### config.mk
export PLATFORM = sky130hd
export DESIGN_NAME = varint_packet_deframer_core
export DESIGN_NICKNAME = d
export VERILOG_FILES = /design/src/rtl/core/vpd_pkg.sv /design/src/rtl/core/varint_packet_deframer_core.sv /design/src/rtl/core/vpd_step.sv /design/src/rtl/core/vpd_out_buf.sv
export SDC_FILE = /design/constraint.sdc
export NUM_CORES = 1
export LEC_CHECK = 0
export ABC_CLOCK_PERIOD_IN_PS = 12400
export BUFFER_PORTS_ARGS = -buffer_cell sky130_fd_sc_hd__buf_2
export CAP_MARGIN = 30
export CORE_ASPECT_RATIO = 1.25
export CORE_MARGIN = 1.5
export CORE_UTILIZATION = 41
export CTS_CLUSTER_DIAMETER = 60
export DETAILED_ROUTE_END_ITERATION = 8
export SLEW_MARGIN = 20
export SYNTH_ARGS = -nofsm -noshare
export SYNTH_HDL_FRONTEND = slang
export SYNTH_SLANG_ARGS = --single-unit
### constraint.sdc
create_clock -name clk -period 12.4 [get_ports clk]
set_clock_uncertainty 0.2 [all_clocks]
set_input_delay 2.48 -clock clk [delete_from_list [all_inputs] [get_ports clk]]
set_output_delay 2.48 -clock clk [all_outputs]
set_load 0.1 [all_outputs]
### src/rtl/core/vpd_pkg.sv
// ---------------------------------------------------------------------------
// vpd_pkg: shared types and constants of the varint packet deframer
// Phase codes, result kinds, error codes and the state and result records.
// ---------------------------------------------------------------------------
`default_nettype none

package vpd_pkg;

  localparam int unsigned LenW   = 31;
  localparam int unsigned AccW   = 32;
  localparam int unsigned GcntW  = 3;
  localparam int unsigned PhaseW = 2;

  // phase codes
  localparam logic [PhaseW-1:0] PH_LEN  = 2'd0;
  localparam logic [PhaseW-1:0] PH_ID   = 2'd1;
  localparam logic [PhaseW-1:0] PH_PAY  = 2'd2;
  localparam logic [PhaseW-1:0] PH_SKIP = 2'd3;

  // result kinds
  localparam logic [1:0] KIND_HDR = 2'd0;
  localparam logic [1:0] KIND_PAY = 2'd1;
  localparam logic [1:0] KIND_ERR = 2'd2;

  // error codes
  localparam logic [1:0] ERR_LEN_OVF   = 2'd0;
  localparam logic [1:0] ERR_LEN_RANGE = 2'd1;
  localparam logic [1:0] ERR_ID_OVF    = 2'd2;
  localparam logic [1:0] ERR_ID_TRUNC  = 2'd3;

  // a varint carries at most this many groups
  localparam logic [GcntW-1:0] GRP_LIMIT = 3'd5;

  localparam logic [LenW-1:0] MAX_LEN_RST = 31'd2097151;

  typedef struct packed {
    logic [PhaseW-1:0] phase;
    logic [AccW-1:0]   accum;
    logic [GcntW-1:0]  gcnt;
    logic [LenW-1:0]   left;
  } state_t;

  typedef struct packed {
    logic [1:0]        kind;
    logic signed [31:0] frame_id;
    logic [LenW-1:0]   body_len;
    logic [7:0]        data;
    logic              last;
    logic [1:0]        error_code;
  } result_t;

endpackage : vpd_pkg

`default_nettype wire

### src/rtl/core/varint_packet_deframer_core.sv
// ---------------------------------------------------------------------------
// varint_packet_deframer_core: length-prefixed varint frame splitter
// Input channel in_*: one received byte per beat. Each frame opens with a
// varint total length, then a varint packet id, then the payload bytes.
// Output channel out_*: one beat per result; out_tuser is the kind (header,
// payload byte, error) and out_tlast marks the final payload byte or a
// header with empty payload. Error beats carry the error code.
// Config channel cfg_*: writes the maximum frame length; always ready.
// Write it only while no byte is in flight.
// Throughput: one byte per cycle while the skid stage is empty; when it
// holds a result, in_tready drops. A byte goes from the input register
// through the combinational decode into the result register or skid stage.
// Reset (rst_n low at a clock edge) empties the input, result and skid
// registers, awaits a length and sets the maximum frame length to 2097151.
// When the receiver stalls, one more result goes into the skid stage and
// then in_tready drops until the receiver takes a beat.
// ---------------------------------------------------------------------------
`default_nettype none

module varint_packet_deframer_core
  import vpd_pkg::*;
(
  input  logic            clk,
  input  logic            rst_n,
  // in_tdata: [7:0] rx_byte
  input  logic            in_tvalid,
  output logic            in_tready,
  input  logic [7:0]      in_tdata,
  // out_tdata: [31:0] frame_id, [62:32] body_len, [70:63] data,
  //            [72:71] error_code, [79:73] zero
  output logic            out_tvalid,
  input  logic            out_tready,
  output logic [79:0]     out_tdata,
  // out_tuser: [1:0] kind
  output logic [1:0]      out_tuser,
  output logic            out_tlast,
  input  logic            cfg_valid,
  output logic            cfg_ready,
  input  logic [LenW-1:0] cfg_data
);

  logic            in_valid_r;
  logic [7:0]      in_byte_r;
  logic [LenW-1:0] max_len_r;
  state_t          st_r;
  state_t          st_nxt;
  logic            res_valid;
  result_t         res;
  logic            can_push;
  logic            fire;
  result_t         out_res;

  assign fire      = in_valid_r && can_push;
  assign in_tready = !in_valid_r || fire;
  assign cfg_ready = 1'b1;

  vpd_step u_step (
    .cur       (st_r),
    .rx_byte   (in_byte_r),
    .max_len   (max_len_r),
    .nxt       (st_nxt),
    .res_valid (res_valid),
    .res       (res)
  );

  vpd_out_buf u_out (
    .clk       (clk),
    .rst_n     (rst_n),
    .push      (fire && res_valid),
    .push_data (res),
    .can_push  (can_push),
    .out_valid (out_tvalid),
    .out_ready (out_tready),
    .out_data  (out_res)
  );

  assign out_tdata = {7'd0, out_res.error_code, out_res.data,
                      out_res.body_len, out_res.frame_id};
  assign out_tuser = out_res.kind;
  assign out_tlast = out_res.last;

  always_ff @(posedge clk) begin
    if (!rst_n) begin
      in_valid_r <= 1'b0;
      st_r       <= '0;
      max_len_r  <= MAX_LEN_RST;
    end else begin
      if (in_tvalid && in_tready) begin
        in_valid_r <= 1'b1;
      end else if (fire) begin
        in_valid_r <= 1'b0;
      end
      if (fire) st_r <= st_nxt;
      if (cfg_valid) max_len_r <= cfg_data;
    end
    if (in_tvalid && in_tready) in_byte_r <= in_tdata;
  end

`ifndef ASSERT_OFF
  a_frame_open: assert property (@(posedge clk) disable iff (!rst_n)
    (st_r.phase != PH_LEN) |-> (st_r.left != '0))
    else $error("inside a frame with no bytes left");

  a_len_idle: assert property (@(posedge clk) disable iff (!rst_n)
    (st_r.phase == PH_LEN) |-> (st_r.left == '0))
    else $error("byte count left over while waiting for a length");

  a_group_bound: assert property (@(posedge clk) disable iff (!rst_n)
    st_r.gcnt < GRP_LIMIT)
    else $error("varint group count past its limit");

  a_err_not_last: assert property (@(posedge clk) disable iff (!rst_n)
    (out_tvalid && (out_tuser == KIND_ERR)) |-> !out_tlast)
    else $error("error beat flagged as last");
`endif

endmodule : varint_packet_deframer_core

`default_nettype wire

### src/rtl/core/vpd_step.sv
// ---------------------------------------------------------------------------
// vpd_step: per-byte decode of the deframer
// Takes the current state and one byte, gives the next state and at most one
// result. Purely combinational; the caller registers both sides.
// ---------------------------------------------------------------------------
`default_nettype none

module vpd_step
  import vpd_pkg::*;
(
  input  state_t          cur,
  input  logic [7:0]      rx_byte,
  input  logic [LenW-1:0] max_len,
  output state_t          nxt,
  output logic            res_valid,
  output result_t         res
);

  // place one 7-bit group at its offset; groups past the fifth add nothing
  function automatic logic [AccW-1:0] group_bits(input logic [GcntW-1:0] gc,
                                                 input logic [6:0] g);
    logic [AccW-1:0] r;
    r = '0;
    unique case (gc)
      3'd0:    r = {25'd0, g};
      3'd1:    r = {18'd0, g, 7'd0};
      3'd2:    r = {11'd0, g, 14'd0};
      3'd3:    r = {4'd0, g, 21'd0};
      3'd4:    r = {g[3:0], 28'd0};
      default: r = '0;
    endcase
    return r;
  endfunction

  logic            more;
  logic [AccW-1:0] acc;
  logic [GcntW-1:0] gc_inc;
  logic [LenW-1:0] left_dec;

  assign more     = rx_byte[7];
  assign acc      = cur.accum | group_bits(cur.gcnt, rx_byte[6:0]);
  assign gc_inc   = GcntW'(cur.gcnt + 3'd1);
  assign left_dec = (cur.left != '0) ? LenW'(cur.left - 31'd1) : cur.left;

  always_comb begin
    nxt       = cur;
    res_valid = 1'b0;
    res       = '0;
    unique case (cur.phase)
      PH_LEN: begin
        if (more) begin
          if (gc_inc >= GRP_LIMIT) begin
            nxt            = '0;
            res_valid      = 1'b1;
            res.kind       = KIND_ERR;
            res.error_code = ERR_LEN_OVF;
          end else begin
            nxt.accum = acc;
            nxt.gcnt  = gc_inc;
          end
        end else begin
          nxt = '0;
          if (acc[AccW-1] || (acc[LenW-1:0] > max_len)) begin
            res_valid      = 1'b1;
            res.kind       = KIND_ERR;
            res.error_code = ERR_LEN_RANGE;
          end else if (acc == '0) begin
            // empty frame has no room for an id
            res_valid      = 1'b1;
            res.kind       = KIND_ERR;
            res.error_code = ERR_ID_TRUNC;
          end else begin
            nxt.left  = acc[LenW-1:0];
            nxt.phase = PH_ID;
          end
        end
      end
      PH_ID: begin
        if (more) begin
          if (gc_inc >= GRP_LIMIT) begin
            // overflow wins over frame end; drop the rest of the frame
            nxt            = '0;
            res_valid      = 1'b1;
            res.kind       = KIND_ERR;
            res.error_code = ERR_ID_OVF;
            if (left_dec != '0) begin
              nxt.phase = PH_SKIP;
              nxt.left  = left_dec;
            end
          end else if (left_dec == '0) begin
            nxt            = '0;
            res_valid      = 1'b1;
            res.kind       = KIND_ERR;
            res.error_code = ERR_ID_TRUNC;
          end else begin
            nxt.accum = acc;
            nxt.gcnt  = gc_inc;
            nxt.left  = left_dec;
          end
        end else begin
          nxt          = '0;
          nxt.left     = left_dec;
          nxt.phase    = (left_dec == '0) ? PH_LEN : PH_PAY;
          res_valid    = 1'b1;
          res.kind     = KIND_HDR;
          res.frame_id = acc;
          res.body_len = left_dec;
          res.last     = (left_dec == '0);
        end
      end
      PH_PAY: begin
        nxt.left  = left_dec;
        if (left_dec == '0) nxt.phase = PH_LEN;
        res_valid = 1'b1;
        res.kind  = KIND_PAY;
        res.data  = rx_byte;
        res.last  = (left_dec == '0);
      end
      PH_SKIP: begin
        nxt.left = left_dec;
        if (left_dec == '0) nxt.phase = PH_LEN;
      end
      default: nxt = cur;
    endcase
  end

endmodule : vpd_step

`default_nettype wire

### src/rtl/core/vpd_out_buf.sv
// ---------------------------------------------------------------------------
// vpd_out_buf: result register with skid stage
// Holds up to two results so the decode side can push one more result
// after the receiver stalls.
// ---------------------------------------------------------------------------
`default_nettype none

module vpd_out_buf
  import vpd_pkg::*;
(
  input  logic    clk,
  input  logic    rst_n,
  input  logic    push,
  input  result_t push_data,
  output logic    can_push,
  output logic    out_valid,
  input  logic    out_ready,
  output result_t out_data
);

  logic    out_valid_r, out_valid_nxt;
  logic    skid_valid_r, skid_valid_nxt;
  result_t out_data_r, out_data_nxt;
  result_t skid_data_r, skid_data_nxt;
  logic    pop;

  assign pop       = out_valid_r && out_ready;
  assign can_push  = !skid_valid_r;
  assign out_valid = out_valid_r;
  assign out_data  = out_data_r;

  always_comb begin
    out_valid_nxt  = out_valid_r;
    skid_valid_nxt = skid_valid_r;
    out_data_nxt   = out_data_r;
    skid_data_nxt  = skid_data_r;
    if (!out_valid_r || pop) begin
      if (skid_valid_r) begin
        // advance the skid beat, park a new one behind it
        out_valid_nxt  = 1'b1;
        out_data_nxt   = skid_data_r;
        skid_valid_nxt = push;
        skid_data_nxt  = push_data;
      end else begin
        out_valid_nxt = push;
        out_data_nxt  = push_data;
      end
    end else if (push) begin
      skid_valid_nxt = 1'b1;
      skid_data_nxt  = push_data;
    end
  end

  always_ff @(posedge clk) begin
    if (!rst_n) begin
      out_valid_r  <= 1'b0;
      skid_valid_r <= 1'b0;
    end else begin
      out_valid_r  <= out_valid_nxt;
      skid_valid_r <= skid_valid_nxt;
    end
    out_data_r  <= out_data_nxt;
    skid_data_r <= skid_data_nxt;
  end

`ifndef ASSERT_OFF
  a_skid_behind_out: assert property (@(posedge clk) disable iff (!rst_n)
    skid_valid_r |-> out_valid_r)
    else $error("skid holds a beat while the output register is empty");

  a_stall_holds: assert property (@(posedge clk) disable iff (!rst_n)
    (out_valid_r && !out_ready) |=> (out_valid_r && $stable(out_data_r)))
    else $error("stalled result changed");
`endif

endmodule : vpd_out_buf

`default_nettype wire
# Word level (Yosys, flattened, before mapping)
# Cells that the tools add are included.
dict set report classes {
  add_sub_neg 2
  n_lt_le_gt_ge 2
  eq_ne 9
  n_mux 58
  bitwise 1
  reduce_logical 23
}
# op n
set ops {}
lappend ops {{two-way mux 76 bit} 4}
lappend ops {{two-way mux 68 bit} 3}
lappend ops {{case mux 32 bit (5 select lines)} 1}
lappend ops {{two-way mux 31 bit} 5}
lappend ops {{two-way mux 63 bit} 2}
lappend ops {{case mux 31 bit (3 select lines)} 1}
lappend ops {{case mux 35 bit (2 select lines)} 1}
lappend ops {{two-way mux 66 bit} 1}
lappend ops {{nonzero test 31 bit} 2}
lappend ops {{two-way mux 2 bit} 18}
lappend ops {{two-way mux 35 bit} 1}
lappend ops {{zero test 32 bit} 1}
lappend ops {{OR 32 bit} 1}
lappend ops {{greater-than comparator 31 bit} 1}
lappend ops {{zero test 31 bit} 1}
lappend ops {{subtractor 31 x 1 -> 31 bit (second input constant)} 1}
lappend ops {{two-way mux 1 bit} 15}
lappend ops {{case mux 2 bit (3 select lines)} 2}
lappend ops {{two-way mux 8 bit} 1}
lappend ops {{equality test 3 x 2 -> 1 bit (second input constant)} 2}
lappend ops {{AND reduction 2 bit} 3}
lappend ops {{nonzero test 2 bit} 3}
lappend ops {{equality test 2 bit (second input constant)} 2}
lappend ops {{logical AND 1 bit} 4}
lappend ops {{15 further kinds} 19}
dict set report totals {
  reg_bits 262
  input_bits 44
  output_inout_bits 86
  word_cells 116
}

# Logic depth before layout (Yosys ltp)
# Gate-level depths: netlist of run 1.
dict set report depth {
  word_depth 11
  depth_mapped 18
  ltp_nobuf 15
}

# Cells and area by module
# Synthesis of run 1 repeated with hierarchy kept, for this count alone.
dict set report hier_totals {
  cells_unflattened 1432
  hier_area_um2 14033.5
}
# mod instances cells_per_inst area_per_inst_um2
set by_module_without_submodules {}
lappend by_module_without_submodules {vpd_out_buf 1 247 5602.9}
lappend by_module_without_submodules {vpd_step 1 749 4279.1}
lappend by_module_without_submodules {varint_packet_deframer_core 1 436 4151.5}

# Worst setup path after synthesis of run 1
# No wires, ideal clock.
dict set report synth_timing {
  kind {input port to flip-flop}
  start {input port out_tready}
  end {register u_out.skid_data_r[0] in the netlist's numbering, enable pin}
  arrival_ns 6.472
  required_ns 11.758
  path_slack_ns 5.286
  path_stages 2
  cell_sequence {nand2b_1 > a22o_1}
}
dict set report synth_between {
  elab_chain_cells 4
  elab_cells_between_ends 5
  classes_between {eq/ne (1); reduce/logical (4)}
}
# item line
set synth_lines {}
lappend synth_lines {{from (decl)} varint_packet_deframer_core.sv:32} ;# input logic out_tready,
lappend synth_lines {{logical AND 1 bit *} vpd_out_buf.sv:27} ;# assign pop = out_valid_r && out_ready;
lappend synth_lines {{logical OR 1 bit *} vpd_out_buf.sv:37} ;# if (!out_valid_r || pop) begin
lappend synth_lines {{inequality test 2 x 1 -> 1 bit (no source line) or nonzero test 2 bit (tied branches)} n/a}
lappend synth_lines {{AND reduction 2 bit (no source line) *} n/a}
lappend synth_lines {{to (signal assigned)} vpd_out_buf.sv:63} ;# skid_data_r <= skid_data_nxt;
lappend synth_lines {{to (decl)} vpd_out_buf.sv:24} ;# result_t skid_data_r, skid_data_nxt;
# Every way passes the cells marked *; elsewhere a longest branch is shown, timed or not.
# A chain may end at the register's enable or synchronous reset.

# Worst setup path after layout of run 1
dict set report layout_timing {
  start {register st_r[0] in the netlist's numbering}
  end {register u_out.skid_data_r[13] in the netlist's numbering, enable pin}
}
dict set report layout_between {
  elab_chain_cells 10
  elab_cells_between_ends 11
  classes_between {add/sub (1); mux (5); reduce/logical (5)}
}
# item line
set layout_lines {}
lappend layout_lines {{from (decl)} varint_packet_deframer_core.sv:45} ;# state_t st_r;
lappend layout_lines {{from (signal assigned)} varint_packet_deframer_core.sv:93} ;# if (fire) st_r <= st_nxt;
lappend layout_lines {{subtractor 31 x 1 -> 31 bit or nonzero test 31 bit (tied branches)} vpd_step.sv:43} ;# assign left_dec = (cur.left != '0) ? LenW'(cur.left - 31'd1) : cur.left;
lappend layout_lines {{two-way mux 31 bit *} vpd_step.sv:43}
lappend layout_lines {{zero test 31 bit *} vpd_step.sv:90} ;# end else if (left_dec == '0) begin
lappend layout_lines {{two-way mux 1 bit *} vpd_step.sv:90}
lappend layout_lines {{two-way mux 1 bit *} vpd_step.sv:80} ;# if (gc_inc >= GRP_LIMIT) begin
lappend layout_lines {{two-way mux 1 bit *} vpd_step.sv:79} ;# if (more) begin
lappend layout_lines {{case mux 1 bit (3 select lines) *} vpd_step.sv:49} ;# unique case (cur.phase)
lappend layout_lines {{logical AND 1 bit *} varint_packet_deframer_core.sv:69} ;# .push (fire && res_valid),
lappend layout_lines {{nonzero test 2 bit (no source line) *} n/a}
lappend layout_lines {{AND reduction 2 bit (no source line) *} n/a}
# Marks and branches as above.

==> summary.md, run 1 <==
| Metric | Value |
|---|---|
| Status | `finished clean` |
| Final Critical Period | `5250 ps` |
| FFs w/ async S/R, synth | `0%` |
| Tightest Pin Transition | `931 ps` |
| Vias in the first global route | `9034` |
| Final Setup Violations | `0` |
| Syn Area/Cell | `10.0 sq um` |
| DIE WIDTH | `161 um` |
| Final period util | `42.3%` |
| F_max | `191 MHz` |
| Power Density | `136 nW/um^2` |
| Crit start category | `flip-flop` |
| CTS tree | `done` |
| Post-synthesis sequential area ratio | `53.8%` |
| GRT overflow | `0` |
| Routability cong. | `0.931` |
| Most frequent cells in the layout | `edfxtp_1, nand2_1, nor2_1` |
| Fillers | `2854` |
| Critical Path AT | `5270 ps` |
| Register area | `6850 sq um` |
| I/O pin total | `130` |
| Distinct cells, synth | `72` |
| Clock Latency Late Sink | `550 ps` |
| Setup TNS | `0 ps` |
| Die Footprint | `32100 sq um` |
| Post-synth EDFFs | `160` |
| Switching Share | `27.1%` |
| Core footprint | `30300 sq um` |
| CTS clk-pin slew, worst paths | `60 ps` |
| Worst slew margin relative to its limit | `37.7%` |
| Worst-path maximum fanout | `42` |
| Total Wirelength | `31100 um` |
| Critical path class | `reg -> reg` |
| Via density | `5.45` |
| Area growth syn-to-layout | `12.8%` |
| Cts bufs inserted | `26` |
| Die Y | `200 um` |
| Antenna cells | `0` |
| Clock sinks | `262` |
| P_int | `1.42 mW` |
| Nets | `1430` |
| Post-synthesis register bit count | `262` |
| Final ANT Viol Nets | `0` |
| Ratio of cells with drive above 1 in the final layout | `17.7%` |
| PortBufs | `121` |
| Sequential Power Share | `48.5%` |
| WL per Instance | `17.6 um` |
| Global-route wire length before repair | `49200 um` |
| Maximum capacitance violations | `0` |
| Gate power share | `12.8%` |
| HP Class | `reg -> reg` |
| Pwr Total | `1.95 mW` |
| CP required | `12420 ps` |
| Hold_buf cts | `0` |
| Ys flop type | `edfxtp_1` |
| Initial antenna violation count | `0` |
| Clock share of power | `38.7%` |
| Commonest non-fill, non-tap cell in the layout | `edfxtp_1` |
| Leak | `5.92 nW` |
| Unrepaired setup endpoints after global routing | `no` |
| Placement Rows | `71` |
| Post-Syn Area | `12700 sq um` |
| Setup Fix Bufs, Post-CTS | `0` |
| Via count | `9616` |
| Dpl hpwl | `22200 um` |
| YS warnings | `0` |
| Total Routing Usage GR | `19.3%` |
| First DRT Iteration DRCs | `705` |
| Pin count of the biggest net entering global routing | `83` |
| Multi-input logic area | `5170 sq um` |
| NetSw | `0.529 mW` |
| Initial Utilization | `42.0%` |
| Max-slew violations | `0` |
| Hold Vio Cnt, Final | `0` |
| VDD IR max | `117 uV` |
| Crit. End Element | `flip-flop` |
| Initial DRT Pass Iterations | `5` |
| H-tree depth | `1` |
| Gate count after technology mapping | `1270` |
| Max Root-Sink Buffers | `3` |
| # resized after CTS | `0` |
| Root Buffer | `clkbuf_16` |
| DR DRC count | `0` |
critical path, cell delays in order, from the launching register on:
cell,delay [ps]
dfxtp_1,370
inv_1,150
ha_1,360
nor4b_1,540
nand4_1,290
or3_1,620
a31oi_1,520
o31a_1,210
nand3_1,70
or4_1,510
nand4_1,190
a22o_2,150
buf_4,400
buf_12,290
path summary, 6_finish.rpt:
path / startpoint / to / slack [ps] / cells past startpoint
worst min register to register: st_r[37] / st_r[37] / 250 / 2
worst min-delay path: st_r[37] / st_r[37] / 250 / 2
worst max-delay path: st_r[0] / u_out.skid_data_r[13] / 7150 / 13
worst max register to register: st_r[0] / u_out.skid_data_r[13] / 7150 / 13
cell families after synthesis:
| logic type | synth area share (%) |
|---|---|
| buf+inv | 5.97 |
| other cells | 0.0590 |
| flops | 53.8 |
| fa+ha+maj | 4.03 |
| simple gates | 16.5 |
| mux | 1.92 |
| compound gates | 16.2 |
| xor+xnor | 1.54 |
per-stage QoR:
step                area [sq um]  utilization (%)  std cells  hold slack, ps  setup slack, ps
floorplan                  12800                -       1276             230             5290
detailed placement         13500             44.7       1717             243             7080
finish                     14400             47.4       1766             254             7150
CTS                        14300             47.3       1765             257             7050
global route               14400             47.4       1766             281             6850
global placement           13500             44.5       1715             237             7250
layer usage:
| metal | vias up | GRT usage, % | part of all wire (%) |
|---|---|---|---|
| met1 | 4513 | 25.4 | 45 |
| met3 | 66 | 2.46 | 4.6 |
| met5 | - | 0 | 0 |
| li1 | 4730 | - | - |
| met4 | 0 | 7.75 | 3.2 |
| met2 | 307 | 32.5 | 47 |
sequential cells by signal (all words and copies together) (netlist names):
register / flops
in_valid_r: 1
st_r: 68
u_out.skid_valid_r: 1
u_out.skid_data_r: 76
max_len_r: 31
u_out.out_data: 76
u_out.out_valid: 1
in_byte_r: 8
power groups by stage:
stage	registers (mW)	logic [mW]	clock network (mW)
4_1_cts	0.945	0.248	0.776
5_1_grt	0.947	0.270	0.801
3_5_place_dp	0.964	0.247	0
3_3_place_gp	0.964	0.245	0
2_1_floorplan	1.00	0.148	0
6_report	0.946	0.249	0.755
synth_stat cells (all sizes together) (3+ instances only):
master | instances | area [sq um]
dlygate4sd1 | 3 | 26.3
dfxtp | 102 | 2040
o311ai | 4 | 35.0
a21oi | 86 | 430
and4 | 3 | 26.3
nand2b | 5 | 31.3
nand3 | 21 | 105
a31oi | 10 | 62.6
clkbuf | 60 | 225
a22o | 3 | 26.3
o22ai | 29 | 181
xor2 | 6 | 52.6
inv | 78 | 293
nand2 | 159 | 597
or3 | 11 | 72.6
nor4 | 22 | 165
nand3b | 3 | 22.5
edfxtp | 160 | 4800
mux2 | 11 | 124
mux2i | 12 | 120
nor2 | 130 | 488
and2 | 12 | 75.1
o211ai | 27 | 216
nand4 | 18 | 113
o21a | 5 | 37.5
or4 | 10 | 82.6
nor3 | 27 | 140
xnor2 | 13 | 144
o31ai | 66 | 495
nor3b | 4 | 30.0
ha | 41 | 513
o21ai | 60 | 417
nor2b | 8 | 50.1
buf | 30 | 215
area by class of cell:
type / instances / area share (%)
Clock buffer: 34 / 4.89
Clock inverter: 14 / 0.767
Inverter: 78 / 2.04
Multi-Input combinational cell: 843 / 36.0
Sequential cell: 262 / 47.7
Tap cell: 401 / 3.49
Timing Repair Buffer: 134 / 5.12
No activity file was read; power rests on OpenSTA's default activity.
==> run 2: changes to the inputs <==
ABC_CLOCK_PERIOD_IN_PS = 5480   (was 12400)
clock period = 5.48 ns   (was 12.4 ns; I/O delays follow)
==> summary.md, run 2 (synthesis results as in run 1) <==
| Metric | Value |
|---|---|
| Final period util | `90.7% (+48 points)` |
| Commonest non-fill, non-tap cell in the layout | `edfxtp_1` |
| Delay-heaviest family, CP | `simple AND/OR/NAND/NOR gates` |
| Clock sinks | `262 (unchanged)` |
| Critical Path AT | `4960 ps (-310 ps)` |
| CP max stage cell | `or3_1` |
| Via count | `9692 (+0.79%)` |
| Sequential Power Share | `45.2% (-3.3 points)` |
| # resized after CTS | `0 (unchanged)` |
| Max-slew violations | `0 (unchanged)` |
| Initial DRT Pass Iterations | `5 (unchanged)` |
| Leak | `6.10 nW (+2.9%)` |
| Clock share of power | `42.7% (+4.0 points)` |
| Tightest Pin Transition | `843 ps (-87.5 ps)` |
| Ratio of cells with drive above 1 in the final layout | `19.4% (+1.7 points)` |
| P_int | `3.49 mW (+150%)` |
| Total Routing Usage GR | `20.0% (+0.64 points)` |
| Clock Latency Late Sink | `550 ps (about the same)` |
| Hold WS | `256 ps (+2.06 ps)` |
| PortBufs | `121 (unchanged)` |
| Met2 WL | `15300 um (+3.4%)` |
| DIE WIDTH | `161 um (unchanged)` |
| Vias in the first global route | `9165 (+1.5%)` |
| Routability cong. | `0.884 (-5.0%)` |
| H-tree depth | `1 (unchanged)` |
| DR DRC count | `0 (unchanged)` |
| WL per Instance | `18.0 um (+2.1%)` |
| Core footprint | `30300 sq um (unchanged)` |
| CTS tree | `done` |
| Met3 routed wirelength | `1560 um (+9.1%)` |
| Via density | `5.43 (-0.34%)` |
| Worst-path maximum fanout | `40 (-4.8%)` |
| Status | `finished clean` |
| Post-place instance area | `13600 sq um (+0.74%)` |
| Setup Fix Bufs, Post-CTS | `0 (unchanged)` |
| Crit start category | `flip-flop` |
| Initial antenna violation count | `0 (unchanged)` |
| Crit. End Element | `flip-flop` |
| HP Class | `reg -> reg` |
| Post-Route M1 WL | `14300 um (+3.0%)` |
| Initial Utilization | `42.0% (unchanged)` |
| Maximum capacitance violations | `0 (unchanged)` |
| Power Density | `323 nW/um^2 (+140%)` |
| Core Util, Final | `48.4% (+0.97 points)` |
| Hold_buf cts | `0 (unchanged)` |
| Final Critical Period | `4970 ps (-273 ps)` |
| Final instance area | `14700 sq um (+2.0%)` |
| Final ANT Viol Nets | `0 (unchanged)` |
| Max Root-Sink Buffers | `3 (unchanged)` |
| Final non-filler cell total | `1786 (+1.1%)` |
| Nets | `1448 (+1.3%)` |
| Die Footprint | `32100 sq um (unchanged)` |
| Area growth syn-to-layout | `15.1%` |
| Die Y | `200 um (unchanged)` |
| Root Buffer | `clkbuf_16` |
| Gate power share | `12.1% (-0.7 points)` |
| Setup TNS | `0 ps (unchanged)` |
| Pin count of the biggest net entering global routing | `84 (+1.2%)` |
| First DRT Iteration DRCs | `737 (+4.5%)` |
| Max incr delay on CP | `620 ps (about the same)` |
| Critical path class | `reg -> reg` |
| CTS clk-pin slew, worst paths | `70 ps (about the same)` |
| Worst slew margin relative to its limit | `43.8% (+6.1 points)` |
| NetSw | `1.24 mW (+130%)` |
| Final Setup Violations | `0 (unchanged)` |
| F_max | `201 MHz (+5.5%)` |
| Most used cell, CP | `nand4_1` |
| Switching Share | `26.2% (-0.94 points)` |
| Total Wirelength | `32100 um (+3.2%)` |
| Unrepaired setup endpoints after global routing | `no` |
| Global-route wire length before repair | `50700 um (+3.0%)` |
| GRT overflow | `0 (unchanged)` |
| CP Cell Sequence | `inv_1 > ha_1 > nor4b_1 > nand4_1 > or3_1 > a31oi_1 > o31a_1 > nand3_1 > or4_1 > nand4_1 > a22o_2 > buf_4` |
| Placement Rows | `71 (unchanged)` |
| Antenna cells | `0 (unchanged)` |
| VDD IR max | `268 uV (+130%)` |
| Most frequent cells in the layout | `edfxtp_1, nand2_1, nor2_1` |
| CP required | `5460 ps (-6960 ps)` |
| I/O pin total | `130 (unchanged)` |
| Cts bufs inserted | `28 (+7.7%)` |
| Max layer used | `met4` |
| Dpl hpwl | `23100 um (+4.3%)` |
| Hold Vio Cnt, Final | `0 (unchanged)` |
| Critical path buffer and inverter count | `2 (-1)` |
| Placed cell count | `1733 (+0.93%)` |
## run 2: routing by layer
layer	vias up	track usage, %
met1	4574	26.3
met2	288	33.8
met5	-	0
met3	60	2.42
met4	0	7.41
li1	4770	-
## run 2: power by group through the flow
stage	Sequential (mW)	Clock (mW)	Combinational (mW)
detailed placement	2.18	0	0.566
global placement	2.18	0	0.565
CTS	2.14	2.07	0.568
finish	2.14	2.02	0.571
floorplan	2.27	0	0.335
global route	2.14	2.14	0.618
## run 2: worst register-to-register path, stage by stage, from the launching register on
cell	delay, ps
dfxtp_1	370
inv_1	160
ha_1	350
nor4b_1	520
nand4_1	280
or3_1	620
a31oi_1	500
o31a_1	210
nand3_1	60
or4_1	510
nand4_1	190
a22o_2	160
buf_4	440
## run 2: layout make-up
cell class / instances / area, sq um
inverter: 78 / 293
fill: 2835 / 15600
sequential: 262 / 6850
multi-input combinational: 843 / 5170
clock buffer: 34 / 754
clock inverter: 18 / 243
tap: 401 / 502
timing repair buffer: 150 / 843
## run 2: worst paths after layout
kind,endpoint,cells after the start,from,slack (ps)
worst max-delay path,u_out.skid_data_r[25],12,st_r[0],510
worst min-delay path,st_r[37],2,st_r[37],260
worst max register to register,u_out.skid_data_r[25],12,st_r[0],510
worst min register to register,st_r[37],2,st_r[37],260
## run 2: through the flow
step | power, mW | worst slack, ps
2_1_floorplan | 2.61 | 524
3_3_place_gp | 2.75 | 687
3_5_place_dp | 2.75 | 573
4_1_cts | 4.78 | 552
5_1_grt | 4.91 | 109
6_report | 4.73 | 508
==> run 3: changes to the inputs <==
SYNTH_HIERARCHICAL = 1   (was unset)
==> summary.md, run 3 <==
| Metric | Value |
|---|---|
| Final Critical Period | `5110 ps (+137 ps)` |
| HP Class | `reg -> reg` |
| Sequential Power Share | `45.4% (+0.2 points)` |
| Placed cell count | `1928 (+11%)` |
| GRT overflow | `0 (unchanged)` |
| Initial DRT Pass Iterations | `5 (unchanged)` |
| Initial antenna violation count | `0 (unchanged)` |
| Final ANT Viol Nets | `0 (unchanged)` |
| Worst-path maximum fanout | `35 (-13%)` |
| Post-synthesis sequential area ratio | `48.8% (-5.0 points)` |
| Maximum capacitance violations | `0 (unchanged)` |
| YS warnings | `6 (+6)` |
| R2R cell count | `18 (+6)` |
| Root Buffer | `clkbuf_16` |
| FFs w/ async S/R, synth | `0% (unchanged)` |
| Tightest Pin Transition | `921 ps (+77.5 ps)` |
| RR Endpoint | `u_out/skid_data_r[56]` |
| Most common cell in the netlist | `nand2_1` |
| WL per Instance | `21.0 um (+17%)` |
| Crit start category | `flip-flop` |
| Reg2Reg Setup Slack | `370 ps (-140 ps)` |
| Post-synth top cells | `nand2_1, edfxtp_1, o21ai_0, dfxtp_1, nand4_1` |
| Ys flop type | `edfxtp_1` |
| CTS clk-pin slew, worst paths | `70 ps (about the same)` |
| Most frequent cells in the layout | `nand2_1, edfxtp_1, o21ai_0` |
| Gate power share | `13.7% (+1.6 points)` |
| Post-synth EDFFs | `160 (unchanged)` |
| Vias in the first global route | `10800 (+18%)` |
| Area growth syn-to-layout | `14.4%` |
| Max-slew violations | `0 (unchanged)` |
| F_max | `196 MHz (-2.7%)` |
| Unrepaired setup endpoints after global routing | `no` |
| # resized after CTS | `0 (unchanged)` |
| Critical path class | `reg -> reg` |
| Hold wc startpoint | `st_r[36]` |
| CP required | `5570 ps (+110 ps)` |
| RR Startpoint | `st_r[33]` |
| VDD IR max | `236 uV (-12%)` |
| Hold endpoint | `st_r[36]` |
| Setup TNS | `0 ps (unchanged)` |
| Final period util | `93.2% (+2.5 points)` |
| DIE WIDTH | `168 um (+4.9%)` |
| Hold_buf cts | `0 (unchanged)` |
| Total Wirelength | `41500 um (+29%)` |
| Nets | `1622 (+12%)` |
| Placement Rows | `75 (+5.6%)` |
| P_int | `3.41 mW (-2.3%)` |
| Fillers | `3165 (+12%)` |
| Power Density | `295 nW/um^2 (-8.8%)` |
| Critical Path AT | `5200 ps (+240 ps)` |
| Worst hold path stage count | `2 (unchanged)` |
| Status | `finished clean` |
| Initial Utilization | `41.8% (-0.25 points)` |
| Pin count of the biggest net entering global routing | `79 (-6.0%)` |
| Die Y | `210 um (+4.9%)` |
| Gate count after technology mapping | `1432 (+13%)` |
| Switching Share | `27.8% (+1.7 points)` |
| Die Footprint | `35400 sq um (+10%)` |
| Synth top area cells | `edfxtp_1, dfxtp_1, mux2_2` |
| Dpl hpwl | `29400 um (+27%)` |
| I/O pin total | `130 (unchanged)` |
| H-tree depth | `1 (unchanged)` |
| PortBufs | `121 (unchanged)` |
| Post-synthesis register bit count | `262 (unchanged)` |
| Area leader, netlist | `edfxtp_1` |
| Post-Syn Area | `14000 sq um (+10%)` |
| Cts bufs inserted | `29 (+3.6%)` |
| Commonest non-fill, non-tap cell in the layout | `nand2_1` |
| CTS tree | `done` |
| Total Routing Usage GR | `23.7% (+3.7 points)` |
| Final Setup Violations | `0 (unchanged)` |
| NetSw | `1.32 mW (+6.3%)` |
| Clock Latency Late Sink | `560 ps (about the same)` |
| Via count | `11300 (+16%)` |
| Leak | `6.80 nW (+12%)` |
| Core footprint | `33600 sq um (+11%)` |
| Via density | `5.70 (+5.0%)` |
| Hold Vio Cnt, Final | `0 (unchanged)` |
| Global-route wire length before repair | `64800 um (+28%)` |
| Syn Area/Cell | `9.80 sq um (-2.2%)` |
| Worst slew margin relative to its limit | `38.6% (-5.2 points)` |
| Clock share of power | `40.9% (-1.8 points)` |
| Routability cong. | `0.938 (+6.1%)` |
| Setup Fix Bufs, Post-CTS | `0 (unchanged)` |
| Distinct cells, synth | `75 (+4.2%)` |
| Max Root-Sink Buffers | `3 (unchanged)` |
| Clock sinks | `262 (unchanged)` |
| Final non-filler cell total | `1980 (+11%)` |
| First DRT Iteration DRCs | `825 (+12%)` |
| Ratio of cells with drive above 1 in the final layout | `22.2% (+2.7 points)` |
| Share of the synthesized area in the top cell type | `34.2% (-3.5 points)` |
| DR DRC count | `0 (unchanged)` |
| Antenna cells | `0 (unchanged)` |
| Crit. End Element | `flip-flop` |
[run 3: cell count changes after synthesis, moves of 17 or more]
| cell | delta |
|---|---|
| o21ai_0 | +98 |
| nand4_1 | +70 |
| o31ai_1 | -59 |
| mux2_2 | +58 |
| nor2_1 | -43 |
| buf_2 | +24 |
| o22ai_1 | -23 |
| mux2i_1 | +21 |
| a21oi_1 | -19 |
| nor2b_1 | +17 |
[run 3: layout make-up]
type	count	area (sq um)	share of cell area, %
inverters	75	282	1.75
flip-flops and latches	262	6850	42.7
well taps	423	529	3.30
clock buffers	34	744	4.64
multi-input cells	988	6350	39.5
clock inverters	17	189	1.18
repair buffers	181	1120	6.95
[run 3: per-stage QoR]
step / setup WS [ps] / util, % / cell area [sq um] / hold WS [ps] / total power, mW
after floorplan: 240 / - / 14100 / 233 / 2.63
after global placement: 585 / 44.9 / 15100 / 251 / 2.83
after detailed placement: 475 / 44.9 / 15100 / 258 / 2.83
after CTS: 423 / 47.7 / 16000 / 268 / 4.77
after global routing: 71.7 / 47.8 / 16100 / 281 / 4.91
final: 371 / 47.8 / 16100 / 267 / 4.73
[run 3: critical path, stage by stage, from the launching register on]
cell and delay (ps):
dfxtp_1 500, inv_1 120, ha_1 330, a21oi_1 330, inv_1 120, ha_1 310, a21o_1 180, a21o_1 170
a2111oi_0 400, nor3_1 90, a2111oi_0 370, o21ai_0 210, or3_1 430, o211ai_1 240, a21oi_1 90, and3_1 210
nand2_1 120, o21ai_4 140, buf_12 220
[run 3: worst max-delay path by stage]
stage / startpoint / to / slack, ps / cells past startpoint
floorplan: st_r[33] / u_out/skid_data_r[0] / 240 / 19
global placement: st_r[33] / u_out/skid_data_r[61] / 580 / 18
detailed placement: st_r[33] / u_out/skid_data_r[61] / 470 / 18
CTS: st_r[33] / u_out/skid_data_r[56] / 420 / 18
global route: st_r[33] / u_out/skid_data_r[56] / 70 / 18
finish: st_r[33] / u_out/skid_data_r[56] / 370 / 18
[run 3: metal layers]
metal / part of all wire [%] / up-vias / global-route usage (%)
li1: - / 5415 / -
met1: 42 / 5384 / 30.7
met2: 49 / 397 / 40.3
met3: 5.7 / 81 / 2.70
met4: 3.6 / 0 / 9.39
met5: 0 / - / 0
[run 3: power by group through the flow]
| stage | Clock [mW] | Combinational, mW | Sequential (mW) |
|---|---|---|---|
| CTS | 1.98 | 0.646 | 2.15 |
| finish | 1.94 | 0.650 | 2.15 |
| detailed placement | 0 | 0.644 | 2.19 |
| global route | 2.07 | 0.696 | 2.15 |
| global placement | 0 | 0.644 | 2.19 |
| floorplan | 0 | 0.350 | 2.28 |
[run 3: logic make-up (layout without fill, tap and decap cells)]
group | count (synthesis) | count (layout) | synth area share, %
muxes | 109 | 109 | 8.64
xor gates and xnor gates | 12 | 12 | 0.749
buffers and inverters | 188 | 307 | 6.34
DFF | 262 | 262 | 48.8
AOI/OAI and AO/OA | 312 | 312 | 13.6
other | 2 | 8 | 0.0535
adders and majority gates | 41 | 41 | 3.66
and+or+nand+nor | 506 | 506 | 18.1
